$ cat config.mk
export PLATFORM = sky130hd
export DESIGN_NAME = impulse_gate_controller
export DESIGN_NICKNAME = d
export VERILOG_FILES = /design/src/rtl/gic_pkg.sv /design/src/rtl/impulse_gate_controller.sv /design/src/rtl/gic_front.sv /design/src/rtl/gic_queue.sv /design/src/rtl/gic_back.sv
export SDC_FILE = /design/constraint.sdc
export NUM_CORES = 1
export LEC_CHECK = 0
export ABC_CLOCK_PERIOD_IN_PS = 8750
export BUFFER_PORTS_ARGS = -buffer_cell sky130_fd_sc_hd__buf_2
export CAP_MARGIN = 20
export CORE_AREA = 2 2 212 214
export DETAILED_ROUTE_END_ITERATION = 8
export DIE_AREA = 0 0 214 216
export MAX_ROUTING_LAYER = met4
export PLACE_DENSITY_LB_ADDON = 0.2
export SLEW_MARGIN = 0
export SYNTH_ARGS = -nofsm -noshare
export SYNTH_HDL_FRONTEND = slang
export SYNTH_HIERARCHICAL = 1
export SYNTH_SLANG_ARGS = --single-unit
$ cat constraint.sdc
create_clock -name clk -period 8.75 [get_ports clk]
set_input_delay 0.875 -clock clk [delete_from_list [all_inputs] [get_ports clk]]
set_output_delay 0.875 -clock clk [all_outputs]
set_load 0.02 [all_outputs]
$ cat src/rtl/gic_pkg.sv
`default_nettype none
package gic_pkg;

  localparam int unsigned POS_BITS = 24;
  localparam logic [POS_BITS-1:0] POS_FULL = {POS_BITS{1'b1}};
  localparam logic [POS_BITS-1:0] POS_HALF = {1'b1, {(POS_BITS-1){1'b0}}};
  localparam logic [23:0] IDLE_CLEAR_TICKS = 24'd30000;
  localparam logic [23:0] ELAPSED_MAX = 24'hFFFFFF;

  // operation codes
  localparam logic [2:0] OP_TICK      = 3'd0;
  localparam logic [2:0] OP_STOP      = 3'd1;
  localparam logic [2:0] OP_TOGGLE    = 3'd2;
  localparam logic [2:0] OP_GOTO      = 3'd3;
  localparam logic [2:0] OP_OPEN_END  = 3'd4;
  localparam logic [2:0] OP_CLOSE_END = 3'd5;
  localparam logic [2:0] OP_NONE      = 3'd6;

  // motion codes
  localparam logic [1:0] MOT_IDLE  = 2'd0;
  localparam logic [1:0] MOT_OPEN  = 2'd1;
  localparam logic [1:0] MOT_CLOSE = 2'd2;

  // pulse kinds
  localparam logic [1:0] PEND_NONE   = 2'd0;
  localparam logic [1:0] PEND_SINGLE = 2'd1;
  localparam logic [1:0] PEND_DOUBLE = 2'd2;

  // pulse sequence phases
  localparam logic [2:0] PH_NONE    = 3'd0;
  localparam logic [2:0] PH_SINGLE  = 3'd1;
  localparam logic [2:0] PH_DBL_ON1 = 3'd2;
  localparam logic [2:0] PH_DBL_GAP = 3'd3;
  localparam logic [2:0] PH_DBL_ON2 = 3'd4;

  // configuration register indexes
  localparam logic [2:0] REG_OPEN_STEP  = 3'd0;
  localparam logic [2:0] REG_CLOSE_STEP = 3'd1;
  localparam logic [2:0] REG_PULSE_MS   = 3'd2;
  localparam logic [2:0] REG_TIMEOUT    = 3'd3;
  localparam logic [2:0] REG_MAX_CYCLES = 3'd4;

  typedef struct packed {
    logic [2:0]          operation;
    logic [POS_BITS-1:0] target;
  } in_word_t;

  typedef struct packed {
    logic                relay;
    logic [POS_BITS-1:0] position;
    logic [1:0]          motion;
    logic                safety_tripped;
    logic [7:0]          cycles_used;
  } out_word_t;

  // classified command as it travels through the queue
  typedef struct packed {
    logic [2:0]          op;
    logic [POS_BITS-1:0] target;
  } cmd_word_t;

  typedef struct packed {
    logic [2:0]  phase;
    logic [15:0] timer;
    logic [15:0] since;
    logic [1:0]  pend;
  } pulse_t;

  typedef struct packed {
    logic push;
  } q_wr_ctl_t;

endpackage
`default_nettype wire

$ cat src/rtl/impulse_gate_controller.sv
// A word accepted by the front end is written into the command queue; the back end pops it
// and registers its result. Throughput: one word per cycle while the queue is not full and
// the output does not stall; a small command queue decouples intake from output stalls.
// Reset (rst_n low, synchronous): state returns to half open, idle, no pulse, cycle
// count and safety latch clear; configuration registers take their default values.
`default_nettype none
module impulse_gate_controller
  import gic_pkg::*;
#(
  parameter int unsigned QUEUE_DEPTH = 2
) (
  input  wire logic        clk,
  input  wire logic        rst_n,
  input  wire logic        cfg_we,
  input  wire logic [2:0]  cfg_addr,
  input  wire logic [23:0] cfg_data,
  input  wire logic        in_valid,
  output logic             in_stall,
  input  wire in_word_t    in_data,
  output logic             out_valid,
  input  wire logic        out_stall,
  output out_word_t        out_data
);

  q_wr_ctl_t wr_ctl;
  cmd_word_t front_cmd;
  cmd_word_t q_data;
  logic      q_full;
  logic      q_valid;
  logic      q_pop;

  gic_front u_front (
    .in_valid (in_valid),
    .in_stall (in_stall),
    .in_data  (in_data),
    .wr_ctl_o (wr_ctl),
    .q_full   (q_full),
    .cmd_o    (front_cmd)
  );

  gic_queue #(
    .DEPTH (QUEUE_DEPTH)
  ) u_queue (
    .clk      (clk),
    .rst_n    (rst_n),
    .push     (wr_ctl.push),
    .wr_data  (front_cmd),
    .full     (q_full),
    .pop      (q_pop),
    .rd_valid (q_valid),
    .rd_data  (q_data)
  );

  gic_back u_back (
    .clk       (clk),
    .rst_n     (rst_n),
    .cfg_we    (cfg_we),
    .cfg_addr  (cfg_addr),
    .cfg_data  (cfg_data),
    .q_valid   (q_valid),
    .q_data    (q_data),
    .q_pop     (q_pop),
    .out_valid (out_valid),
    .out_stall (out_stall),
    .out_data  (out_data)
  );

endmodule
`default_nettype wire

$ cat src/rtl/gic_front.sv
`default_nettype none
module gic_front
  import gic_pkg::*;
(
  input  wire logic      in_valid,
  output logic           in_stall,
  input  wire in_word_t  in_data,
  output q_wr_ctl_t      wr_ctl_o,
  input  wire logic      q_full,
  output cmd_word_t      cmd_o
);

  always_comb begin
    cmd_o.target = in_data.target;
    case (in_data.operation)
      OP_TICK, OP_STOP, OP_TOGGLE, OP_GOTO, OP_OPEN_END, OP_CLOSE_END: begin
        cmd_o.op = in_data.operation;
      end
      // unused codes still produce a result but change nothing
      default: begin
        cmd_o.op = OP_NONE;
      end
    endcase
  end

  assign in_stall      = q_full;
  assign wr_ctl_o.push = in_valid && !q_full;

endmodule
`default_nettype wire

$ cat src/rtl/gic_queue.sv
`default_nettype none
module gic_queue
  import gic_pkg::*;
#(
  parameter int unsigned DEPTH = 2
) (
  input  wire logic       clk,
  input  wire logic       rst_n,
  input  wire logic       push,
  input  wire cmd_word_t  wr_data,
  output logic            full,
  input  wire logic       pop,
  output logic            rd_valid,
  output cmd_word_t       rd_data
);

  localparam int unsigned PTR_W = (DEPTH > 1) ? $clog2(DEPTH) : 1;
  localparam int unsigned CNT_W = $clog2(DEPTH + 1);
  localparam logic [PTR_W-1:0] LAST = PTR_W'(DEPTH - 1);
  localparam logic [CNT_W-1:0] CNT_FULL = CNT_W'(DEPTH);

  cmd_word_t        slot_r [DEPTH];
  logic [PTR_W-1:0] wr_ptr_r, wr_ptr_nxt;
  logic [PTR_W-1:0] rd_ptr_r, rd_ptr_nxt;
  logic [CNT_W-1:0] count_r, count_nxt;

  assign full     = (count_r == CNT_FULL);
  assign rd_valid = (count_r != '0);
  assign rd_data  = slot_r[rd_ptr_r];

  always_comb begin
    wr_ptr_nxt = wr_ptr_r;
    rd_ptr_nxt = rd_ptr_r;
    count_nxt  = count_r;
    if (push) begin
      wr_ptr_nxt = (wr_ptr_r == LAST) ? '0 : wr_ptr_r + 1'b1;
    end
    if (pop) begin
      rd_ptr_nxt = (rd_ptr_r == LAST) ? '0 : rd_ptr_r + 1'b1;
    end
    if (push && !pop) begin
      count_nxt = count_r + 1'b1;
    end else if (pop && !push) begin
      count_nxt = count_r - 1'b1;
    end
  end

  always_ff @(posedge clk) begin
    if (!rst_n) begin
      wr_ptr_r <= '0;
      rd_ptr_r <= '0;
      count_r  <= '0;
    end else begin
      wr_ptr_r <= wr_ptr_nxt;
      rd_ptr_r <= rd_ptr_nxt;
      count_r  <= count_nxt;
    end
  end

  always_ff @(posedge clk) begin
    if (push) begin
      slot_r[wr_ptr_r] <= wr_data;
    end
  end

endmodule
`default_nettype wire

$ cat src/rtl/gic_back.sv
`default_nettype none
module gic_back
  import gic_pkg::*;
(
  input  wire logic       clk,
  input  wire logic       rst_n,
  input  wire logic       cfg_we,
  input  wire logic [2:0] cfg_addr,
  input  wire logic [23:0] cfg_data,
  input  wire logic       q_valid,
  input  wire cmd_word_t  q_data,
  output logic            q_pop,
  output logic            out_valid,
  input  wire logic       out_stall,
  output out_word_t       out_data
);

  logic [23:0] open_step_r, close_step_r, timeout_r;
  logic [15:0] pulse_ms_r;
  logic [7:0]  max_cycles_r;

  logic [POS_BITS-1:0] pos_r, pos_nxt;
  logic [POS_BITS-1:0] tgt_r, tgt_nxt;
  logic [1:0]  cur_r, cur_nxt;
  logic [1:0]  cmd_r, cmd_nxt;
  logic [1:0]  prev_r, prev_nxt;
  logic [23:0] elapsed_r, elapsed_nxt;
  pulse_t      pulse_r, pulse_nxt;
  logic [7:0]  cyc_r, cyc_nxt;
  logic        latch_r, latch_nxt;

  logic        out_valid_r, out_valid_nxt;
  out_word_t   out_data_r, out_data_nxt;

  function automatic pulse_t launch(pulse_t p, logic [1:0] kind);
    pulse_t q;
    q       = p;
    q.phase = (kind == PEND_DOUBLE) ? PH_DBL_ON1 : PH_SINGLE;
    q.timer = '0;
    q.pend  = PEND_NONE;
    return q;
  endfunction

  function automatic pulse_t request(pulse_t p, logic [1:0] kind, logic [15:0] pw);
    pulse_t q;
    q = p;
    if (p.phase == PH_NONE && p.since >= pw) begin
      q = launch(p, kind);
    end else begin
      q.pend = kind;
    end
    return q;
  endfunction

  function automatic logic [7:0] add_cycles(logic [7:0] c, logic [1:0] n);
    logic [8:0] s;
    s = {1'b0, c} + 9'(n);
    return s[8] ? 8'hFF : s[7:0];
  endfunction

  assign q_pop = q_valid && (!out_valid_r || !out_stall);

  always_comb begin
    logic [15:0]         pw;
    logic [POS_BITS-1:0] room;
    logic                do_start;
    logic [1:0]          start_dir;
    logic [1:0]          kind;
    logic                at_target;

    pw        = (pulse_ms_r == '0) ? 16'd1 : pulse_ms_r;
    room      = POS_FULL - pos_r;
    do_start  = 1'b0;
    start_dir = MOT_IDLE;
    kind      = PEND_NONE;
    at_target = 1'b0;

    pos_nxt     = pos_r;
    tgt_nxt     = tgt_r;
    cur_nxt     = cur_r;
    cmd_nxt     = cmd_r;
    prev_nxt    = prev_r;
    elapsed_nxt = elapsed_r;
    pulse_nxt   = pulse_r;
    cyc_nxt     = cyc_r;
    latch_nxt   = latch_r;

    case (q_data.op)
      OP_TICK: begin
        // advance the pulse sequencer
        if (pulse_nxt.since != 16'hFFFF) begin
          pulse_nxt.since = pulse_nxt.since + 1'b1;
        end
        if (pulse_nxt.phase > PH_DBL_ON2) begin
          pulse_nxt.phase = PH_NONE;
        end
        if (pulse_nxt.phase != PH_NONE) begin
          pulse_nxt.timer = pulse_nxt.timer + 1'b1;
          if (pulse_nxt.timer >= pw) begin
            pulse_nxt.timer = '0;
            if (pulse_nxt.phase == PH_DBL_ON1 || pulse_nxt.phase == PH_DBL_GAP) begin
              pulse_nxt.phase = pulse_nxt.phase + 1'b1;
            end else begin
              pulse_nxt.phase = PH_NONE;
              pulse_nxt.since = '0;
            end
          end
        end
        if (pulse_nxt.phase == PH_NONE && pulse_nxt.pend != PEND_NONE &&
            pulse_nxt.since >= pw) begin
          pulse_nxt = launch(pulse_nxt, pulse_nxt.pend);
        end

        if (elapsed_r != ELAPSED_MAX) begin
          elapsed_nxt = elapsed_r + 1'b1;
        end

        if (cur_r == MOT_IDLE) begin
          if (cyc_r != '0 && elapsed_nxt > IDLE_CLEAR_TICKS) begin
            cyc_nxt = '0;
          end
        end else begin
          if (cur_r == MOT_OPEN) begin
            pos_nxt = (open_step_r >= room) ? POS_FULL : pos_r + open_step_r;
          end else begin
            pos_nxt = (close_step_r >= pos_r) ? '0 : pos_r - close_step_r;
          end

          if (cyc_r >= max_cycles_r) begin
            // trip: stop the gate with one pulse and hold off commands
            latch_nxt   = 1'b1;
            pulse_nxt   = request(pulse_nxt, PEND_SINGLE, pw);
            cyc_nxt     = add_cycles(cyc_r, PEND_SINGLE);
            cmd_nxt     = MOT_IDLE;
            cur_nxt     = MOT_IDLE;
            elapsed_nxt = '0;
          end else if (cmd_r != MOT_IDLE) begin
            at_target = (cmd_r == MOT_OPEN) ? (pos_nxt >= tgt_r) : (pos_nxt <= tgt_r);
            if (at_target) begin
              if (tgt_r != '0 && tgt_r != POS_FULL) begin
                do_start  = 1'b1;
                start_dir = MOT_IDLE;
              end else begin
                cur_nxt     = MOT_IDLE;
                elapsed_nxt = '0;
              end
            end else if (elapsed_nxt > timeout_r) begin
              cur_nxt     = MOT_IDLE;
              elapsed_nxt = '0;
            end
          end
        end
      end
      OP_STOP: begin
        do_start  = 1'b1;
        start_dir = MOT_IDLE;
      end
      OP_TOGGLE: begin
        if (!latch_r) begin
          do_start = 1'b1;
          if (cmd_r != MOT_IDLE) begin
            start_dir = MOT_IDLE;
          end else if (pos_r == '0 || prev_r == MOT_CLOSE) begin
            tgt_nxt   = POS_FULL;
            start_dir = MOT_OPEN;
          end else begin
            tgt_nxt   = '0;
            start_dir = MOT_CLOSE;
          end
        end
      end
      OP_GOTO: begin
        if (!latch_r) begin
          if (q_data.target == pos_r) begin
            if (cur_r != MOT_IDLE || cmd_r != MOT_IDLE) begin
              do_start  = 1'b1;
              start_dir = MOT_IDLE;
            end
          end else begin
            tgt_nxt   = q_data.target;
            do_start  = 1'b1;
            start_dir = (q_data.target < pos_r) ? MOT_CLOSE : MOT_OPEN;
          end
        end
      end
      OP_OPEN_END: begin
        pos_nxt     = POS_FULL;
        cur_nxt     = MOT_IDLE;
        elapsed_nxt = '0;
      end
      OP_CLOSE_END: begin
        pos_nxt     = '0;
        cur_nxt     = MOT_IDLE;
        elapsed_nxt = '0;
      end
      default: begin
      end
    endcase

    // start or stop a commanded motion; always the last action of an item
    if (do_start && !latch_nxt) begin
      case (start_dir)
        MOT_OPEN: begin
          if (pos_nxt == POS_FULL) begin
            kind = PEND_NONE;
          end else if (pos_nxt == '0) begin
            kind = PEND_SINGLE;
          end else begin
            kind = (prev_nxt != MOT_OPEN) ? PEND_SINGLE : PEND_DOUBLE;
          end
        end
        MOT_CLOSE: begin
          if (pos_nxt == '0) begin
            kind = PEND_NONE;
          end else if (pos_nxt == POS_FULL) begin
            kind = PEND_SINGLE;
          end else begin
            kind = (prev_nxt != MOT_CLOSE) ? PEND_SINGLE : PEND_DOUBLE;
          end
        end
        default: begin
          kind = (cur_nxt != MOT_IDLE) ? PEND_SINGLE : PEND_NONE;
        end
      endcase
      if (kind != PEND_NONE) begin
        pulse_nxt = request(pulse_nxt, kind, pw);
        cyc_nxt   = add_cycles(cyc_nxt, kind);
      end
      cmd_nxt     = start_dir;
      cur_nxt     = start_dir;
      elapsed_nxt = '0;
      if (start_dir != MOT_IDLE) begin
        prev_nxt = start_dir;
      end
    end

    out_data_nxt.relay = (pulse_nxt.phase == PH_SINGLE) ||
                         (pulse_nxt.phase == PH_DBL_ON1) ||
                         (pulse_nxt.phase == PH_DBL_ON2);
    out_data_nxt.position       = pos_nxt;
    out_data_nxt.motion         = cur_nxt;
    out_data_nxt.safety_tripped = latch_nxt;
    out_data_nxt.cycles_used    = cyc_nxt;

    out_valid_nxt = q_pop ? 1'b1 : (out_valid_r && out_stall);
  end

  always_ff @(posedge clk) begin
    if (!rst_n) begin
      open_step_r  <= 24'd1678;
      close_step_r <= 24'd1678;
      pulse_ms_r   <= 16'd500;
      timeout_r    <= 24'd60000;
      max_cycles_r <= 8'd10;
    end else if (cfg_we) begin
      case (cfg_addr)
        REG_OPEN_STEP:  open_step_r  <= cfg_data;
        REG_CLOSE_STEP: close_step_r <= cfg_data;
        REG_PULSE_MS:   pulse_ms_r   <= cfg_data[15:0];
        REG_TIMEOUT:    timeout_r    <= cfg_data;
        REG_MAX_CYCLES: max_cycles_r <= cfg_data[7:0];
        default: begin
        end
      endcase
    end
  end

  always_ff @(posedge clk) begin
    if (!rst_n) begin
      pos_r       <= POS_HALF;
      tgt_r       <= '0;
      cur_r       <= MOT_IDLE;
      cmd_r       <= MOT_IDLE;
      prev_r      <= MOT_IDLE;
      elapsed_r   <= '0;
      pulse_r     <= '{phase: PH_NONE, timer: 16'd0, since: 16'd500, pend: PEND_NONE};
      cyc_r       <= '0;
      latch_r     <= 1'b0;
      out_valid_r <= 1'b0;
    end else begin
      if (q_pop) begin
        pos_r     <= pos_nxt;
        tgt_r     <= tgt_nxt;
        cur_r     <= cur_nxt;
        cmd_r     <= cmd_nxt;
        prev_r    <= prev_nxt;
        elapsed_r <= elapsed_nxt;
        pulse_r   <= pulse_nxt;
        cyc_r     <= cyc_nxt;
        latch_r   <= latch_nxt;
      end
      out_valid_r <= out_valid_nxt;
    end
  end

  always_ff @(posedge clk) begin
    if (q_pop) begin
      out_data_r <= out_data_nxt;
    end
  end

  assign out_valid = out_valid_r;
  assign out_data  = out_data_r;

endmodule
`default_nettype wire
# Yosys cells after proc, flatten, opt, wreduce, memory -nomap -nowiden
# Memory sizes are Yosys's and may differ from the RTL's. A register that Yosys moved wholly into a read port is not among the register bits.
# Cells that the tools add are included.
# W data, S select, Z words.
# word_totals
ff_bits	261
ram_bits	54
in_bits	59
out_inout_bits	38
wordCells	257
memories	1
# classes
addsub	13
order_cmp	13
eq_ne	39
muxes	105
reduce_logical	60
# mem_list
name	words	width	rd	rd_clocked_by_memory_dff	wr	line_no	source
u_queue.slot_r	2	27	1	1	1	gic_queue.sv:22	cmd_word_t slot_r [DEPTH];
# ops
operator	n
$mux W24	20
$mux W37	7
$mux W35	5
$pmux W24 S2	2
$ge A24 B24 Y1	3
$pmux W24 S3	1
$ge A16 B16 Y1	4
$mux W8	8
$mux W2	29
$logic_not A24 Y1	2
$mux W16	3
$ne A24 B24 Y1 const B	2
$add A16 B1 Y16 const B	2
$eq A3 B2 Y1 const B	9
$add A24 B1 Y24 const B	1
$add A24 B24 Y24	1
$eq A24 B24 Y1	1
$eq A24 B24 Y1 const B	1
$gt A24 B15 Y1 const B	1
$gt A24 B24 Y1	1
$le A24 B24 Y1	1
$lt A24 B24 Y1	1
$reduce_bool A24 Y1	1
$sub A24 B24 Y24	1
35 further kinds	123

# Depth between registers and ports, before layout
# logic_depth
word_depth	28
depth_mapped	35
depth_no_buf	32

# Hierarchy
# Netlist, hierarchy kept.
# by_module_without_submodules
module	instances	cells_each	area_per_inst_um2	seq_area_each_um2
gic_back	1	2548	19413.6	5505.3
gic_queue	1	106	2174.6	1721.7
gic_front	1	29	209.0	0.0

# Worst setup path before layout
# OpenSTA, ideal clock, no wires.
# synth_timing
path_type	register to register
startpoint	register u_back/pulse_r[20] in the netlist's numbering
endpoint	register u_back/pulse_r[30] in the netlist's numbering
setup_time_ns	0.123
t_arrival_ns	6.550
required_ns	8.627
slack_ns	2.077
stages_incl_launch_ff	36
path_buffers	4
synth_period_minus_slack_ns	6.673
cell_sequence	dfxtp_1 and3_1 and3_1 and3_1 and3_1 and3_1 clkbuf_1 nand3_1 xnor2_1 ha_1 nand4_1 nor2_1 o21ai_0 nor2_1 a21oi_1 or2_2 nor2_1 clkbuf_1 nor2_1 ha_1 a21o_1 a21o_1 a21o_1 a21oi_1 o21ai_0 a21oi_1 a211oi_1 o211a_1 a32o_1 or4b_2 clkbuf_1 o21ai_0 o31ai_2 buf_2 nand2_1 o22ai_1
# synth_via
elab_chain_cells	21
elab_cells_between_ends	24
cone_classes	1 x add/sub; 4 x order compare; 12 x mux; 7 x reduce/logical
# synth_lines
element	line_no	source
from (decl)	gic_back.sv:28	pulse_t pulse_r, pulse_nxt;
from (signal assigned)	gic_back.sv:276	pulse_r <= '{phase: PH_NONE, timer: 16'd0, since: 16'd500, pend: PEND_NONE};
from (signal assigned)	gic_back.sv:288	pulse_r <= pulse_nxt;
$add A16 B1 Y16 (*)	gic_back.sv:98	pulse_nxt.timer = pulse_nxt.timer + 1'b1;
$ge A16 B16 Y1	gic_back.sv:99	if (pulse_nxt.timer >= pw) begin
$mux W35 (*)	gic_back.sv:99	
$mux W35 (*)	gic_back.sv:97	if (pulse_nxt.phase != PH_NONE) begin
$mux W35 (*)	gic_back.sv:88	case (q_data.op)
branches (longest 3 deep; another with $ge A16 B16 Y1)	--	
$mux W37 (*)	gic_back.sv:109	if (pulse_nxt.phase == PH_NONE && pulse_nxt.pend != PEND_NONE &&
$mux W37 (*)	gic_back.sv:88	
[... 3 more ...]	--	
$mux W37	gic_back.sv:129	if (cyc_r >= max_cycles_r) begin
$mux W37 (*)	gic_back.sv:118	if (cur_r == MOT_IDLE) begin
$mux W37 (*)	gic_back.sv:88	
$logic_not A3 Y1	gic_back.sv:47	if (p.phase == PH_NONE && p.since >= pw) begin
$logic_and A1 B1 Y1	gic_back.sv:47	
$mux W35	gic_back.sv:47	
$mux W37	gic_back.sv:225	if (kind != PEND_NONE) begin
$mux W37 (*)	gic_back.sv:201	if (do_start && !latch_nxt) begin
# Every way passes the cells marked *. The select of a mux whose other input is x is not followed.
# A chain may end at the register's enable or synchronous reset.

# Worst setup path after layout
# layout_timing
startpoint	register u_back.pos_r[11]
endpoint	register u_back.out_data_r, in the netlist u_back/out_data[6], data pin
# layout_via
elab_chain_cells	21
elab_cells_between_ends	56
cone_classes	4 x add/sub; 5 x order compare; 4 x eq/ne; 37 x mux; 6 x reduce/logical
# layout_lines
element	line_no	source
from (decl)	gic_back.sv:22	logic [POS_BITS-1:0] pos_r, pos_nxt;
from (signal assigned)	gic_back.sv:282	pos_r <= pos_nxt;
$sub A24 B24 Y24	gic_back.sv:72	room = POS_FULL - pos_r;
$ge A24 B24 Y1	gic_back.sv:124	pos_nxt = (open_step_r >= room) ? POS_FULL : pos_r + open_step_r;
$mux W24	gic_back.sv:124	
$mux W24	gic_back.sv:123	if (cur_r == MOT_OPEN) begin
$mux W24	gic_back.sv:118	
$mux W24	gic_back.sv:88	
$le A24 B24 Y1 or $ge A24 B24 Y1 (tied branches)	gic_back.sv:138	at_target = (cmd_r == MOT_OPEN) ? (pos_nxt >= tgt_r) : (pos_nxt <= tgt_r);
$mux W1	gic_back.sv:138	
[... 6 more ...]	--	
$mux W1	gic_back.sv:222	kind = (cur_nxt != MOT_IDLE) ? PEND_SINGLE : PEND_NONE;
$pmux W2 S2	gic_back.sv:202	case (start_dir)
$mux W2	gic_back.sv:201	
$add A8 B2 Y9	gic_back.sv:57	s = {1'b0, c} + 9'(n);
$mux W8	gic_back.sv:58	return s[8] ? 8'hFF : s[7:0];
$mux W8	gic_back.sv:225	
$mux W8 (*)	gic_back.sv:201	
via u_back.cyc_nxt[6]	gic_back.sv:29	logic [7:0] cyc_r, cyc_nxt;
to (signal assigned)	gic_back.sv:298	out_data_r <= out_data_nxt;
to (decl)	gic_back.sv:33	out_word_t out_data_r, out_data_nxt;
# The timed path passes the listed nets; every way through them passes the cells marked *. The select of a mux whose other input is x is not followed.

==> out/results.tsv <==
metric	value	unit
wl_met1	33800	µm
status	complete, no violations	
syn2layout_area_growth	9.84	%
synth_nets	2935	
fmaxAchievable	0.124	GHz
power_density	347	mW/mm²
hold-worst-slack	0.455	ns
finalCriticalPeriod	8.10	ns
cp-end-kind	register	
grt_remaining_overflow	0	
path_class	register to register	
power.total	8310	µW
port_buffers	96	
synth.avg_cell_area	8.12	µm²
core_area	0.0438	mm²
grt_pass1_wl	117000	µm
drt_pass1_iterations	6	
grt_util_all_layers	0.337	
ant_nets	0	
netlist_area	0.0218	mm²
fin_crit_sh	0.925	
cts_resized	0	
post_cts_buffers	0	
antenna_found_initial	3	
fin_cells	3324	
wl_met2	34600	µm
p_leak	0.00957	µW
cts-root-buf	clkbuf_16	
drt_iter0_drc	2034	
arrival	8.41	ns
hold_start	u_back/close_step_r[22]	
clock_latency	0.58	ns
hold_class	register to register	
die_y	216	µm
yosysTopAreaCellShare	0.208	
synth_top_cells_by_area	dfxtp_1 21%, edfxtp_1 12%, ha_1 11%	
hold_buffers	0	
grt_pass1_vias	19200	
final_nets	2951	
synth.top_cells.by_count	405 x nand2_1, 243 x a21oi_1, 226 x dfxtp_1	
setup_viol	0	
initial_core_util	0.497	
ir_worst_vdd	210	µV
finalHoldViolCount	0	
synth.distinct_cells	101	
postRouteWirelength	77400	µm
dp_hpwl	59400	µm
rsz0062_at_grt	no	
cts.sinks	316	
worst_pin_slew	1.11	ns
timing.rr.start	u_back/pos_r[11]	
synthArstFlopShare	0	
maxCapViolations	0	
cts_tree	done	
yosysTopAreaCell	dfxtp_1	
die_area	0.0462	mm²
vias_per_cell	6.21	
yosysMostFrequentCell	nand2_1	
drc	0	
cp-startpoint	u_back/pos_r[11]	
synth_seq_cells	316	
synth_edf_count	90	
grt_max_degree	83	
post_dp_cell_area	0.0225	mm²
layout-drive-gt1-share	0.106	
tns	0	ns
slew_violations	0	
cp_max_fo	10	
seq_area_frac_synth	0.332	
ioPinCount	97	
detail_route.wl_per_cell	23.3	µm
wl_met3	5920	µm
top_layer	met4	
clkTransAtPathRegs	0.06	ns
yosysWarnings	6	
chipWidth	214	µm
fillers	4123	
place.gp.congestion	0.994	
htree_levels	2	
final_area	0.0239	mm²
startpoint_type	register	
synth-main-ff-cell	dfxtp_1	
dp.cells	3246	
slew_headroom	0.254	
required	9.06	ns
num_vias	20600	
cts_buffers	39	
cts_max_path_buffers	3	
syn_inst	2683	
rows	77	
clock_skew	0.0278	ns
flip-flops by register name, indices dropped and copies added (netlist names), named ones only:
name                 cells
u_back/cmd_r             2
u_back/timeout_r        24
u_back/elapsed_r        24
u_back/cyc_r             8
u_back/max_cycles_r      8
u_queue/wr_ptr_r         1
u_back/out_data         36
u_back/open_step_r      24
u_back/pulse_r          37
u_back/latch_r           1
u_queue/count_r          2
u_back/cur_r             2
u_queue/rd_ptr_r         1
u_queue/slot_r          54
u_back/tgt_r            24
u_back/pulse_ms_r       16
u_back/out_valid         1
u_back/pos_r            24
u_back/close_step_r     24
u_back/prev_r            2
area by class of cell:
type                            count  area [µm²]  area share
Inverter                          178         672      0.0281
Tap cell                          592         741      0.0309
Timing Repair Buffer              129         743      0.0310
Multi-Input combinational cell   2035       13200       0.550
Sequential cell                   316        7230       0.302
Clock inverter                     26         322      0.0134
Antenna cell                        2        5.00    0.000209
Clock buffer                       46        1050      0.0441
power by group:
| group | internal, µW | switching (µW) |
|---|---|---|
| clock network | 1050 | 686 |
| registers | 1810 | 289 |
| logic | 1530 | 2940 |
| total | 4390 | 3920 |
worst paths after layout:
kind                                                 to  slack, ns  depth (start not counted)
worst min register to register  u_back/close_step_r[22]       0.45                          2
worst min-delay path            u_back/close_step_r[22]       0.45                          2
worst max-delay path                 u_back/out_data[6]       0.65                         26
worst max register to register       u_back/out_data[6]       0.65                         26
kinds of logic after synthesis:
| kind of cell | Yosys count | share of synthesized area |
|---|---|---|
| adder cells (fa/ha/maj) | 193 | 0.112 |
| multiplexers | 44 | 0.0224 |
| XOR/XNOR | 77 | 0.0309 |
| AND/OR/NAND/NOR | 964 | 0.209 |
| flip-flops | 316 | 0.332 |
| AO/OA/AOI/OAI | 757 | 0.230 |
| buffers and inverters | 332 | 0.0647 |
placed cells by master, fill, tap and decap left out, drive strengths merged, types with 23 or more instances in the layout:
master / instances
o21a: 28
o211ai: 64
clkbuf: 47
nand2: 406
nand3: 57
a21o: 51
and3: 34
nor2b: 25
inv: 180
xnor2: 39
nand4: 57
a31oi: 39
dfxtp: 226
edfxtp: 90
nor3: 29
nand2b: 28
ha: 190
nor2: 198
a21oi: 245
buf: 128
a22oi: 23
o21ai: 113
a211oi: 51
xor2: 38
nor4: 36
mux2: 35
worst max-delay path: stages, from the launching register on:
cell and delay [ns]:
dfxtp_1 0.69, ha_1 0.42, a21oi_1 0.28, o21ai_0 0.26
a32oi_1 0.32, o211ai_2 0.33, nor4_1 0.74, nor2_1 0.16
ha_1 0.34, a21o_1 0.19, a21o_1 0.17, a21o_1 0.19
a21o_1 0.18, a211o_1 0.29, a21oi_1 0.22, o211ai_1 0.13
o211ai_1 0.24, mux2i_1 0.23, a2111o_1 0.51, nand2b_1 0.12
ha_1 0.19, fa_1 0.21, o311ai_0 0.22, a2111o_1 0.50
nand2b_1 0.18, nor2_1 0.15, mux2_2 0.35
routing by layer:
layer	track usage	up-vias
met1	0.444	9877
met2	0.517	878
met5	-	-
met3	0.0530	162
met4	0.136	0
li1	-	9723
stage by stage:
stage	setup slack (ns)	util
final	0.654	0.546
after global routing	0.278	0.546
after CTS	0.829	0.545
after detailed placement	0.849	0.514
after global placement	0.860	0.514
after floorplan	2.08	-
Power figures use the tool's default switching activity.
